<file path="src/sv/wpa_ram.sv">
`default_nettype none
// ---------------------------------------------------------------------------
// wpa_ram
// Generic single-port-write, single-port-read RAM with registered read.
// ---------------------------------------------------------------------------
module wpa_ram #(
	parameter int Width = 8,
	parameter int Depth = 16
) (
	input  wire                      clk,
	input  wire                      we,
	input  wire [$clog2(Depth)-1:0]  waddr,
	input  wire [Width-1:0]          wdata,
	input  wire [$clog2(Depth)-1:0]  raddr,
	output logic [Width-1:0]         rdata
);
	logic [Width-1:0] mem [Depth];
	always_ff @(posedge clk) begin
		if (we) mem[waddr] <= wdata;
		rdata <= mem[raddr];
	end
endmodule
`default_nettype wire

</file>
<file path="config.mk">
export PLATFORM = sky130hd
export DESIGN_NAME = wpa_ram
export DESIGN_NICKNAME = d
export VERILOG_FILES = /design/src/sv/wpa_ram.sv
export SDC_FILE = /design/constraint.sdc
export NUM_CORES = 1
export LEC_CHECK = 0
export BUFFER_PORTS_ARGS = -buffer_cell sky130_fd_sc_hd__buf_2
export CORE_MARGIN = 5
export CORE_UTILIZATION = 49
export DETAILED_ROUTE_END_ITERATION = 10
export PLACE_DENSITY = 0.66
export SLEW_MARGIN = 20
export SYNTH_ARGS = -nofsm -noshare
export SYNTH_HDL_FRONTEND = slang
export SYNTH_SLANG_ARGS = --single-unit
export TNS_END_PERCENT = 30
</file>
<file path="constraint.sdc">
create_clock -name clk -period 1.9 [get_ports clk]
set_input_delay 0.38 -clock clk [delete_from_list [all_inputs] [get_ports clk]]
set_output_delay 0.38 -clock clk [all_outputs]
set_load 0.02 [all_outputs]
</file>
==> results.ini, run 1 <==
[status]
status=finished, final reports clean

[grt]
grt-ovfl-total=0
antenna_found_initial=0
first_global_vias=2520
grt_pass1_wl_um=15200
grt.busiest_layer=met2
grt_max_degree=33
use_met3_pct=4.69
track_usage_pct=16.8
met1_usage_pct=23.8
grtUsageMet2_pct=25.2

[critical_path]
worst_ep_required_time_ns=1.52
slowest_delay_ns=0.37
r2r_slack_ns=0.46
path_max_fanout=1
cp_num_buf_inv=1
cp.arrival_ns=1.07
r2r-end=rdata[2]$_DFF_P_
crit_path_start_kind=flip-flop
crit-reg2reg-launch=mem[1][2]$_DFFE_PP_
crit_cells=1
end_kind=output pin
worst_path_max_delay_cell=dfxtp_1
worstSetupPathType=flip-flop to output pin
crit_family=flip-flops
cp_cell_sequence=buf_2
reg2regPathDepth=3

[yosys]
yosys.area_share.simple_pct=3.18
netlist_instances=229
ys_types=19
avgSynthCellArea_um2=22.5
synth_top_family_by_area=multiplexers
muxShareOfSynthArea_pct=15.0
ys_seq_area_share_pct=77.8
ys_ff_latch=136
synth-compound-area-share_pct=2.33
synth_fa_ha_area_share_pct=0
syn-cell-area_um2=5150
synth_nets=247
synth-xor-area-share_pct=0
yosysWarnings=0

[pwr]
intPower_uw=5370
p_leak_uw=0.00212
total_power_uw=6790
sequentialPowerShare_pct=49.7
power.switching_uw=1430
peakVddDrop_mv=0.880
switching_share_pct=21.0
power_density_nw_per_um2=1100
power_frac_clock_pct=45.4
p_comb_share_pct=5.0

[sta]
rsz0062_at_grt=false
tns_ns=0
finalCriticalPeriod_ns=1.45
hold_violations=0
final.setup.worst_slack_ns=0.451
tightest_slew_ns=0.515
setup_viol=0
post-route-period-util_pct=76.3
fmax_mhz=690
slew_viol_final=0
clock-skew-final_ns=0.0121
maxSlewHeadroom_pct=65.7

[clocking]
ctsResizeCount=0
cts_root_buffer=clkbuf_8
ctsHoldBuffers=0
cts_max_path_buffers=2
tritoncts=yes
cts.sinks=136
htreeDepth=4
clock_latency_ns=0.51
clkSlewWorstSetupHoldPaths_ns=0.06
cts_made_buffers=17
post_cts_buffers=0

[routing]
via_count=2449
avgViaCountPerCell=5.60
route.detailed.drc=0
routed_wl_um=9730
drtIter0Drc=205
ant_nets=0
wire_per_inst_um=22.3
dr.pass1.iters=4

[floorplan]
num_rows=37
die_x_um=112
io_pins=26
core_area_um2=10300
start_util_pct=50.1
die_area_um2=12700
die_h_um=112

[place]
io_buffers=25
place.gp.congestion=0.756
dp.final_hpwl_um=6150
dp_slack_ns=0.00484

[min_path]
holdCritPathClass=input pin to flip-flop
holdPathEnd=mem[9][6]$_DFFE_PP_
hold_start=wdata[6]
holdPathStages=1

[layout]
drive_gt1_share_pct=33.6
final.fill_count=742
syn_to_final_growth_pct=19.4
nets=306
seqCellArea_um2=4000
insertedDiodeCount=0
multiInputGateArea_um2=1060

[run]
maxCapViolations=0

[flip-flops by register name, summed over array words and instances, names as in the netlist]
register	cells
mem	128
rdata	8
[worst max path at each step]
stage	from	end
3_5_place_dp	raddr[0]	rdata[7]$_DFF_P_
4_1_cts	rdata[0]$_DFF_P_	rdata[0]
6_report	rdata[0]$_DFF_P_	rdata[0]
3_3_place_gp	raddr[0]	rdata[7]$_DFF_P_
5_1_grt	mem[1][2]$_DFFE_PP_	rdata[2]$_DFF_P_
2_1_floorplan	waddr[2]	mem[0][0]$_DFFE_PP_
[layer usage]
metal  vias up  wire [um]
li1       1096          -
met5         -          0
met4         0        110
met1      1253       4150
met3         8        795
met2        92       4670
[placed cells by master (no fill, tap or decap), drive strengths merged, types with 2 or more instances in the layout]
cell	Yosys	layout
clkinvlp	0	2
mux4	32	32
clkbuf	0	17
clkinv	0	8
nand2b	2	2
edfxtp	128	128
nand2	9	9
inv	0	3
nor3	4	4
nand3b	2	2
bufinv	0	2
dfxtp	8	8
a22oi	16	16
nor2	13	13
buf	7	50
[per-stage QoR]
stage	util, %	hold WS, ns	instance area [um^2]	std cells
floorplan	-	0.479	5150	229
finish	59.8	0.241	6150	437
detailed placement	54.3	0.655	5580	405
global route	59.8	0.236	6150	437
global placement	54.3	0.649	5580	405
CTS	59.8	0.219	6150	437
[cells by family after synthesis]
kind of cell,after synthesis
compound gates,16
buf+inv,10
flops,136
simple gates,35
mux,32
[power groups by stage]
| stage | Sequential [uW] | Combinational (uW) | Clock [uW] |
|---|---|---|---|
| finish | 3370 | 337 | 3080 |
| global route | 3380 | 368 | 3300 |
| CTS | 3380 | 342 | 3140 |
| detailed placement | 3440 | 342 | 0 |
| global placement | 3430 | 335 | 0 |
| floorplan | 3460 | 170 | 0 |
[Yosys cell counts, drive strengths merged]
cell | instances | area (um^2)
edfxtp | 128 | 3840
clkdlybuf4s25 | 3 | 30.0
nor3 | 4 | 20.0
a22oi | 16 | 120
nand2b | 2 | 12.5
buf | 7 | 56.3
and2b | 1 | 7.51
mux4 | 32 | 773
nor2b | 1 | 6.26
nand2 | 9 | 33.8
nor2 | 13 | 48.8
nand3 | 1 | 5.00
nand3b | 2 | 15.0
and2 | 1 | 6.26
or3b | 1 | 8.76
dfxtp | 8 | 160
[area by class of cell]
type	instances	area share, %
repair buffers	50	5.70
multi-input cells	83	17.2
flip-flops and latches	136	65.1
clock inverters	15	2.48
well taps	136	2.77
clock buffers	17	6.74
Note: power is estimated with default switching activity, not from simulation.
==> inputs of run 2 (changes only) <==
Settings changed: ABC_AREA from default to 1, PLACE_DENSITY 0.66 to 0.65.
Clock period 1.9 ns to 1.3 ns, I/O delays scaled along.
==> run 2 against run 1 <==
Against the previous run: non-clock buffer count grew 7; sequential power up 46%; utilization decreased by 0.23 points; highest routed layer unchanged; critical path depth did not move; first-iteration DRC count increased by 84%.
==> results.ini, run 2 <==
[floorplan]
core_area_um2=11500
start_util_pct=50.3
die_h_um=118
io_pins=26
die_area_um2=14000
die_x_um=118
num_rows=39

[layout]
largest_reg_flops=128
final.fill_count=954
seqCellArea_um2=4000
largest_registers=mem: 128 flops, rdata: 8 flops
final_cells=759
insertedDiodeCount=0
regMostFlops=mem
layout_commonest_cell=nand2_1
final_core_util_pct=59.6
final_cell_mix=173 x nand2_1, 128 x edfxtp_1, 100 x inv_1, 97 x nand3_1
drive_gt1_share_pct=14.3
nets=621
multiInputGateArea_um2=1210
syn_to_final_growth_pct=18.5

[critical_path]
crit_path_start_kind=flip-flop
worst_ep_required_time_ns=1.04
cp_cell_sequence=buf_2
end_kind=output pin
worstSetupPathType=flip-flop to output pin
slowest_delay_ns=0.37
r2r_slack_ns=0.26
worst_path_max_delay_cell=dfxtp_1
path_max_fanout=1
cp.arrival_ns=0.96
cp_num_buf_inv=1
crit_family=flip-flops

[routing]
via_count=3867
dr.pass1.iters=6
ant_nets=0
avgViaCountPerCell=5.09
drtIter0Drc=378
wire_per_inst_um=17.0
routed_wl_um=12900
route.detailed.drc=0

[clocking]
cts_root_buffer=clkbuf_16
htreeDepth=4
cts_max_path_buffers=2
clkSlewWorstSetupHoldPaths_ns=0.06
clock_latency_ns=0.42
cts_made_buffers=17
post_cts_buffers=0
tritoncts=yes
ctsHoldBuffers=0
ctsResizeCount=0
cts.sinks=136

[sta]
hold_violations=0
tightest_slew_ns=0.416
maxSlewHeadroom_pct=72.2
post-route-period-util_pct=93.8
fmax_mhz=820
rsz0062_at_grt=false
final.setup.worst_slack_ns=0.0800
setup_viol=0
tns_ns=0
hold_slack_ns=0.219
clock-skew-final_ns=0.0106
finalCriticalPeriod_ns=1.22
slew_viol_final=0

[pwr]
power_density_nw_per_um2=1530
power.switching_uw=2270
peakVddDrop_mv=0.885
p_comb_share_pct=6.4
intPower_uw=8190
sequentialPowerShare_pct=47.1
switching_share_pct=21.7
p_leak_uw=0.00298
power_frac_clock_pct=46.4

[grt]
track_usage_pct=19.2
grt_max_degree=33
grt_pass1_wl_um=20300
grt-ovfl-total=0
antenna_found_initial=0
first_global_vias=3712

[yosys]
yosysMostFrequentCell=nand2_1
synth_nets=569
yosysWarnings=0
async_flop_share_pct=0
ys_types=12
synth_top_cell_by_area=edfxtp_1
yosysTopAreaCellShare_pct=66.7
ys_ff_latch=136
yosys_most_used_dff=edfxtp_1
avgSynthCellArea_um2=10.5
synth-edff-count=128
yosys-top-cells-area=edfxtp_1 67%, nand2_1 11%, nand3_1 8.4%
netlist_instances=551
yosys-top-cells-count=173 x nand2_1, 128 x edfxtp_1, 100 x inv_1
syn-cell-area_um2=5770
ys_seq_area_share_pct=69.4

[place]
io_buffers=25
dp.final_hpwl_um=8340
dp.cells=727
place.gp.congestion=0.938
dp_slack_ns=-0.0272

[status]
status=finished, final reports clean

[min_path]
holdCritPathClass=input pin to flip-flop

[run]
maxCapViolations=0

## run 2: cell count changes after synthesis, sizes merged, moves of 3 or more
cell,previous run,this run
inv,0,102
nand2,9,173
nor3,4,0
buf,7,24
clkdlybuf4s25,3,0
nand3,1,97
nor2,13,17
mux4,32,0
a22oi,16,0
## run 2: layout make-up
class / count / share of cell area (%)
Timing Repair Buffer: 57 / 6.63
Inverter: 102 / 5.60
Clock inverter: 11 / 2.22
Clock buffer: 21 / 6.59
Multi-Input combinational cell: 289 / 17.8
Tap cell: 143 / 2.62
Sequential cell: 136 / 58.6
## run 2: worst paths after layout
check | startpoint | cells after the start | endpoint
worst min register to register | mem[14][4]$_DFFE_PP_ | 6 | rdata[4]$_DFF_P_
worst min-delay path | raddr[2] | 4 | rdata[4]$_DFF_P_
worst max-delay path | rdata[7]$_DFF_P_ | 1 | rdata[7]
worst max register to register | mem[11][7]$_DFFE_PP_ | 6 | rdata[7]$_DFF_P_
## run 2: power by group through the flow
| stage | clock, uW | combinational, uW | sequential [uW] |
|---|---|---|---|
| after global routing | 5100 | 743 | 4940 |
| after floorplan | 0 | 346 | 5050 |
| after global placement | 0 | 661 | 5020 |
| after CTS | 4920 | 675 | 4940 |
| after detailed placement | 0 | 670 | 5030 |
| final | 4860 | 675 | 4930 |
## run 2: stage by stage
step | total power, uW | instance area (um^2)
3_3_place_gp | 5680 | 6230
3_5_place_dp | 5700 | 6230
4_1_cts | 10500 | 6830
6_report | 10500 | 6830
5_1_grt | 10800 | 6830
2_1_floorplan | 5400 | 5770
## run 2: metal layers
layer | global-route usage [%] | part of all wire [%] | up-vias
met3 | 3.72 | 5.6 | 19
met4 | 8.58 | 2.0 | 0
li1 | - | - | 1881
met2 | 29.5 | 48 | 139
met1 | 26.7 | 45 | 1828
met5 | 0 | 0 | -
## run 2: logic make-up after synthesis
group                  after synthesis  share of synthesized area [%]
buffers and inverters              126                           9.52
flip-flops                         136                           69.4
AND/OR/NAND/NOR                    289                           21.0
