File: config.mk
export PLATFORM = sky130hd
export DESIGN_NAME = wpa_finish
export DESIGN_NICKNAME = d
export VERILOG_FILES = /design/src/sv/wpa_pkg.sv /design/src/sv/wpa_div.sv /design/src/sv/wpa_finish.sv
export SDC_FILE = /design/constraint.sdc
export NUM_CORES = 2
export LEC_CHECK = 0
export BUFFER_PORTS_ARGS = -buffer_cell sky130_fd_sc_hd__buf_2
export CORE_ASPECT_RATIO = 0.6
export CORE_MARGIN = 10
export CORE_UTILIZATION = 45
export DETAILED_ROUTE_END_ITERATION = 7
export SYNTH_ARGS = -nofsm -noshare
export SYNTH_HDL_FRONTEND = slang
export SYNTH_HIERARCHICAL = 1
export SYNTH_SLANG_ARGS = --single-unit
File: constraint.sdc
create_clock -name clk -period 11.9 [get_ports clk]
set_input_delay 2.38 -clock clk [delete_from_list [all_inputs] [get_ports clk]]
set_output_delay 2.38 -clock clk [all_outputs]
set_load 0.02 [all_outputs]
File: src/sv/wpa_pkg.sv
`default_nettype none
// ---------------------------------------------------------------------------
// wpa_pkg
// Shared constants and types of the waveform pulse analyzer.
// ---------------------------------------------------------------------------
package wpa_pkg;
	localparam int SampleBits = 12;
	localparam int HistDepth = 1 << SampleBits;
	localparam int HistAw = SampleBits;
	localparam int IdxBits = 14;
	localparam int CntBits = 15;
	localparam int SumBits = 27;
	localparam int MaxPoints = 1 << IdxBits;

	localparam logic [2:0] RegMode = 3'd0;
	localparam logic [2:0] RegPreEnd = 3'd1;
	localparam logic [2:0] RegGateFirst = 3'd2;
	localparam logic [2:0] RegGateFinal = 3'd3;
	localparam logic [2:0] RegTimeStep = 3'd4;

	// record summary handed from the accumulator to the finisher
	typedef struct packed {
		logic                       mode;
		logic signed [SumBits-1:0]  pre_sum;
		logic [CntBits-1:0]         pre_cnt;
		logic signed [11:0]         vmin;
		logic signed [11:0]         vmax;
		logic [IdxBits-1:0]         imin;
		logic [IdxBits-1:0]         imax;
		logic signed [SumBits-1:0]  gate_sum;
		logic [CntBits-1:0]         gate_cnt;
		logic [23:0]                tstep;
	} rec_sum_t;
endpackage
`default_nettype wire

File: src/sv/wpa_div.sv
`default_nettype none
// ---------------------------------------------------------------------------
// wpa_div
// Restoring signed divider, one quotient bit per cycle, truncates toward zero.
// ---------------------------------------------------------------------------
module wpa_div import wpa_pkg::*; (
	input  wire                        clk,
	input  wire                        arst_n,
	input  wire                        start,
	input  wire signed [SumBits+3:0]   num,
	input  wire [CntBits-1:0]          den,
	output logic                       done,
	output logic signed [SumBits+3:0]  quo
);
	localparam int NB = SumBits + 4;
	localparam int CB = $clog2(NB + 1);
	logic [NB-1:0] q_q;
	logic [NB-1:0] n_q;
	logic [CntBits:0] r_q;
	logic [CntBits-1:0] d_q;
	logic neg_q, busy_q;
	logic [CB-1:0] cnt_q;
	logic [CntBits:0] rs;
	logic [CntBits:0] rd;

	assign rs = {r_q[CntBits-1:0], n_q[NB-1]};
	assign rd = rs - {1'b0, d_q};

	always_ff @(posedge clk or negedge arst_n) begin
		if (!arst_n) begin
			busy_q <= 1'b0;
			done <= 1'b0;
			cnt_q <= '0;
		end else begin
			done <= 1'b0;
			if (start) begin
				busy_q <= 1'b1;
				cnt_q <= CB'(NB);
				n_q <= num[NB-1] ? NB'(-num) : NB'(num);
				neg_q <= num[NB-1];
				d_q <= den;
				r_q <= '0;
				q_q <= '0;
			end else if (busy_q) begin
				n_q <= {n_q[NB-2:0], 1'b0};
				if (!rd[CntBits]) begin
					r_q <= rd;
					q_q <= {q_q[NB-2:0], 1'b1};
				end else begin
					r_q <= rs;
					q_q <= {q_q[NB-2:0], 1'b0};
				end
				cnt_q <= cnt_q - 1'b1;
				if (cnt_q == CB'(1)) begin
					busy_q <= 1'b0;
					done <= 1'b1;
				end
			end
		end
	end
	assign quo = neg_q ? -$signed(q_q) : $signed(q_q);
endmodule
`default_nettype wire

File: src/sv/wpa_finish.sv
`default_nettype none
// ---------------------------------------------------------------------------
// wpa_finish
// End-of-record math: baseline, amplitude, peak-to-peak, gated integral.
// ---------------------------------------------------------------------------
module wpa_finish import wpa_pkg::*; (
	input  wire                 clk,
	input  wire                 arst_n,
	input  wire                 start,
	input  rec_sum_t            rs,
	input  wire                 mode_valid,
	input  wire [HistAw-1:0]    mode_code,
	output logic                done,
	output logic [119:0]        res
);
	typedef enum logic [3:0] {
		F_IDLE, F_WAIT, F_BASE, F_AMP, F_MUL0, F_MUL1, F_MUL2, F_SAT, F_OUT
	} fstate_t;
	fstate_t st_q;
	rec_sum_t r_q;
	logic signed [15:0] base_q;
	logic signed [SumBits+3:0] dnum;
	logic dstart, ddone;
	logic signed [SumBits+3:0] dquo;
	logic signed [19:0] dmin, dmax;
	logic [19:0] amin, amax;
	logic [15:0] amp_q;
	logic [IdxBits-1:0] aidx_q;
	logic signed [47:0] sq4_q;
	logic [46:0] mag_q;
	logic [71:0] prod_q;
	logic [55:0] integ_q;
	logic [47:0] p0_q, p1_q;
	logic signed [31:0] gmul;

	assign dnum = {r_q.pre_sum, 4'b0};
	wpa_div u_div (.clk, .arst_n, .start(dstart), .num(dnum), .den(r_q.pre_cnt),
		.done(ddone), .quo(dquo));

	assign dmin = 20'(base_q) - 20'($signed({r_q.vmin, 4'b0}));
	assign dmax = 20'(base_q) - 20'($signed({r_q.vmax, 4'b0}));
	assign amin = dmin[19] ? 20'(-dmin) : 20'(dmin);
	assign amax = dmax[19] ? 20'(-dmax) : 20'(dmax);
	assign gmul = $signed({1'b0, r_q.gate_cnt}) * base_q;

	always_ff @(posedge clk or negedge arst_n) begin
		if (!arst_n) begin
			st_q <= F_IDLE;
			done <= 1'b0;
			dstart <= 1'b0;
		end else begin
			done <= 1'b0;
			dstart <= 1'b0;
			unique case (st_q)
				F_IDLE: if (start) begin
					r_q <= rs;
					st_q <= F_WAIT;
					if (!rs.mode && rs.pre_cnt != '0) dstart <= 1'b1;
				end
				F_WAIT: begin
					if (r_q.pre_cnt == '0) begin
						base_q <= '0;
						if (!r_q.mode || mode_valid) st_q <= F_BASE;
					end else if (r_q.mode) begin
						if (mode_valid) begin
							base_q <= {~mode_code[HistAw-1], mode_code[HistAw-2:0], 4'b0};
							st_q <= F_BASE;
						end
					end else if (ddone) begin
						base_q <= dquo[15:0];
						st_q <= F_BASE;
					end
				end
				F_BASE: begin
					if (amin > amax) begin
						amp_q <= amin[15:0]; aidx_q <= r_q.imin;
					end else begin
						amp_q <= amax[15:0];
						aidx_q <= (amin == amax && r_q.imin > r_q.imax) ? r_q.imin : r_q.imax;
					end
					st_q <= F_AMP;
				end
				F_AMP: begin
					sq4_q <= 48'(gmul) - 48'($signed({r_q.gate_sum, 4'b0}));
					st_q <= F_MUL0;
				end
				F_MUL0: begin
					mag_q <= sq4_q[47] ? 47'(-sq4_q) : 47'(sq4_q);
					st_q <= F_MUL1;
				end
				F_MUL1: begin
					p0_q <= 48'(mag_q[23:0] * r_q.tstep);
					p1_q <= 48'(mag_q[46:24] * r_q.tstep);
					st_q <= F_MUL2;
				end
				F_MUL2: begin
					prod_q <= 72'(p0_q) + {p1_q, 24'b0};
					st_q <= F_SAT;
				end
				F_SAT: begin
					if (prod_q > 72'h007F_FFFF_FFFF_FFFF)
						integ_q <= sq4_q[47] ? 56'h80_0000_0000_0000 : 56'h7F_FFFF_FFFF_FFFF;
					else
						integ_q <= sq4_q[47] ? 56'(-prod_q[55:0]) : prod_q[55:0];
					st_q <= F_OUT;
				end
				F_OUT: begin
					done <= 1'b1;
					res <= {5'b0, (r_q.pre_cnt == '0), integ_q,
						12'(r_q.vmax - r_q.vmin), aidx_q, amp_q, base_q};
					st_q <= F_IDLE;
				end
				default: st_q <= F_IDLE;
			endcase
		end
	end
endmodule
`default_nettype wire

==> impl_metrics.json <==
{
  "synthCells": 7542,
  "grt_pass1_wl_um": 333000,
  "viasPerCell": 5.32,
  "die_area_um2": 190000,
  "drt-pass1-iter-count": 6,
  "dieWidth_um": 556,
  "dp_hpwl_um": 162000,
  "syn_area_um2": 77500,
  "post-route-drc-count": 0,
  "grt_pass1_vias": 55100,
  "worstSkewPairLatency_ns": 0.71,
  "outcome": "complete, no violations",
  "finalHoldViolCount": 0,
  "crit_slowest_cell": "edfxtp_1",
  "core_area_um2": 170000,
  "cts.sinks": 716,
  "path_max_fanout": 24,
  "tritoncts": "yes",
  "cpMostUsedCell": "fa_1",
  "h-tree-depth": 3,
  "yosys_warnings": 6,
  "clkTransAtPathRegs_ns": 0.06,
  "ctsLongestPathBuffers": 3,
  "rr_worst_depth": 25,
  "worstPathArrival_ns": 9.17,
  "slowest_delay_ns": 1.09,
  "postCtsSetupBuffers": 0,
  "required_ns": 12.31,
  "holdPathEnd": "res[32]$_DFFE_PP_",
  "cts_root_buf": "clkbuf_16",
  "ant_nets": 0,
  "setup-violations-final": 0,
  "clock_skew_ns": 0.0605,
  "max_cap_violations": 0,
  "drt_iter0_drc": 4331,
  "ios": 298,
  "start_kind": "flip-flop",
  "place_congestion": 0.902,
  "grt_max_degree": 93,
  "fp.dieH_um": 342,
  "cts_buffers": 75,
  "row_count": 117,
  "worstHoldPathCells": 0,
  "reg2reg_slack_ns": 3.14,
  "cts_repair_resize_count": 0,
  "grt-ovfl-total": 0,
  "period_share_pct": 73.6,
  "via_count": 53300,
  "max_slew_margin_pct": 8.27,
  "antenna_found_initial": 8,
  "worst_pin_slew_ns": 1.38,
  "rsz0062_at_grt": "no",
  "crit_path_end_kind": "flip-flop",
  "start_util_pct": 45.5,
  "drive_gt1_share_pct": 7.41,
  "nets": 9614,
  "rr_endpoint": "p1_q[45]$_DFFE_PP_",
  "num-fill-cells": 15600,
  "period_minus_slack_ns": 8.76,
  "synthToLayoutAreaGrowth_pct": 8.34,
  "wl_per_cell_um": 21.2,
  "slew_viol_final": 0,
  "wl_um": 212000,
  "hold_class": "reg2reg",
  "hp-start": "aidx_q[0]$_DFFE_PP_",
  "tns_ns": 0,
  "postCtsHoldBufs": 0,
  "critPathKind": "reg2reg",
  "portBuffers": 292,
  "avgSynthCellArea_um2": 10.3,
  "max_clock_freq_mhz": 114,
  "grt_use_total_pct": 22.4,
  "timing.rr.start": "mag_q[26]$_DFFE_PP_"
}
## layer usage
layer  up-vias  track usage, %  part of all wire [%]
met1     27200            35.1                    49
li1      24000               -                     -
met3       228            5.27                   8.9
met4         2            4.35                   2.0
met2      1879            31.4                    41
met5         -               0                0.0085
## worst max-delay path: cells and delay by family, from the launching register on
kind	cells	cell delay (ns)
AOI/OAI and AO/OA	8	2.43
xor gates and xnor gates	1	0.16
adders and majority gates	8	3.97
buffers and inverters	5	0.26
DFF	1	1.09
and+or+nand+nor	3	0.52
## flip-flops by register name, summed over array words and instances, names as in the netlist, 16 cells and up
signal     count
base_q        16
res          115
p1_q          47
r_q          134
prod_q        72
sq4_q         33
mag_q         47
integ_q       56
amp_q         16
p0_q          48
u_div/q_q     16
u_div/n_q     31
dnum          27
## worst max-delay path by stage
stage | slack (ns) | start | end
floorplan | 1.78 | start | dnum[10]$_DFFE_PP_
global placement | 3.43 | mag_q[11]$_DFFE_PP_ | p0_q[41]$_DFFE_PP_
detailed placement | 3.35 | r_q[9]$_DFFE_PP_ | p0_q[46]$_DFFE_PP_
CTS | 3.29 | r_q[9]$_DFFE_PP_ | p0_q[46]$_DFFE_PP_
global route | 2.69 | mag_q[26]$_DFFE_PP_ | p1_q[45]$_DFFE_PP_
finish | 3.14 | mag_q[26]$_DFFE_PP_ | p1_q[45]$_DFFE_PP_
## stage by stage
stage	util (%)	area [um2]	instances	setup slack (ns)	hold slack [ns]
after global placement	47.8	81400	9884	3.43	0.401
after detailed placement	47.8	81400	9884	3.35	0.405
final	49.3	84000	10000	3.14	0.391
after floorplan	-	77700	7576	1.78	0.400
after CTS	49.3	84000	10000	3.29	0.388
after global routing	49.3	84000	10000	2.69	0.414
## final cells by class
type | count | area [um2] | area share, %
multi-input combinational | 5085 | 49600 | 59.1
sequential | 716 | 21400 | 25.5
inverter | 1440 | 5410 | 6.44
tap | 2261 | 2830 | 3.37
timing repair buffer | 382 | 2140 | 2.54
clock buffer | 84 | 1920 | 2.29
clock inverter | 51 | 647 | 0.770
antenna | 4 | 10.0 | 0.0119
## placed cells by master, fill, tap and decap left out, types with 29 or more instances in the layout
cell       instances
inv_1           1440
fa_1            1153
nand2_1          860
edfxtp_1         703
and2_1           672
ha_1             584
buf_2            292
nor2_1           262
a21oi_1          247
xnor2_1          204
o21ai_0          147
a21o_1           102
xor2_1           101
buf_4             90
clkbuf_16         75
mux2i_1           61
nand2b_1          58
nor3_1            54
nor2b_1           47
nand3_1           42
conb_1            36
or3_1             33
a211oi_1          29
o21a_1            29
nand4_1           29
Power is left out: the tool's default activity adds up to more than one toggle a clock period on the data nets, which glitch-free logic cannot reach.
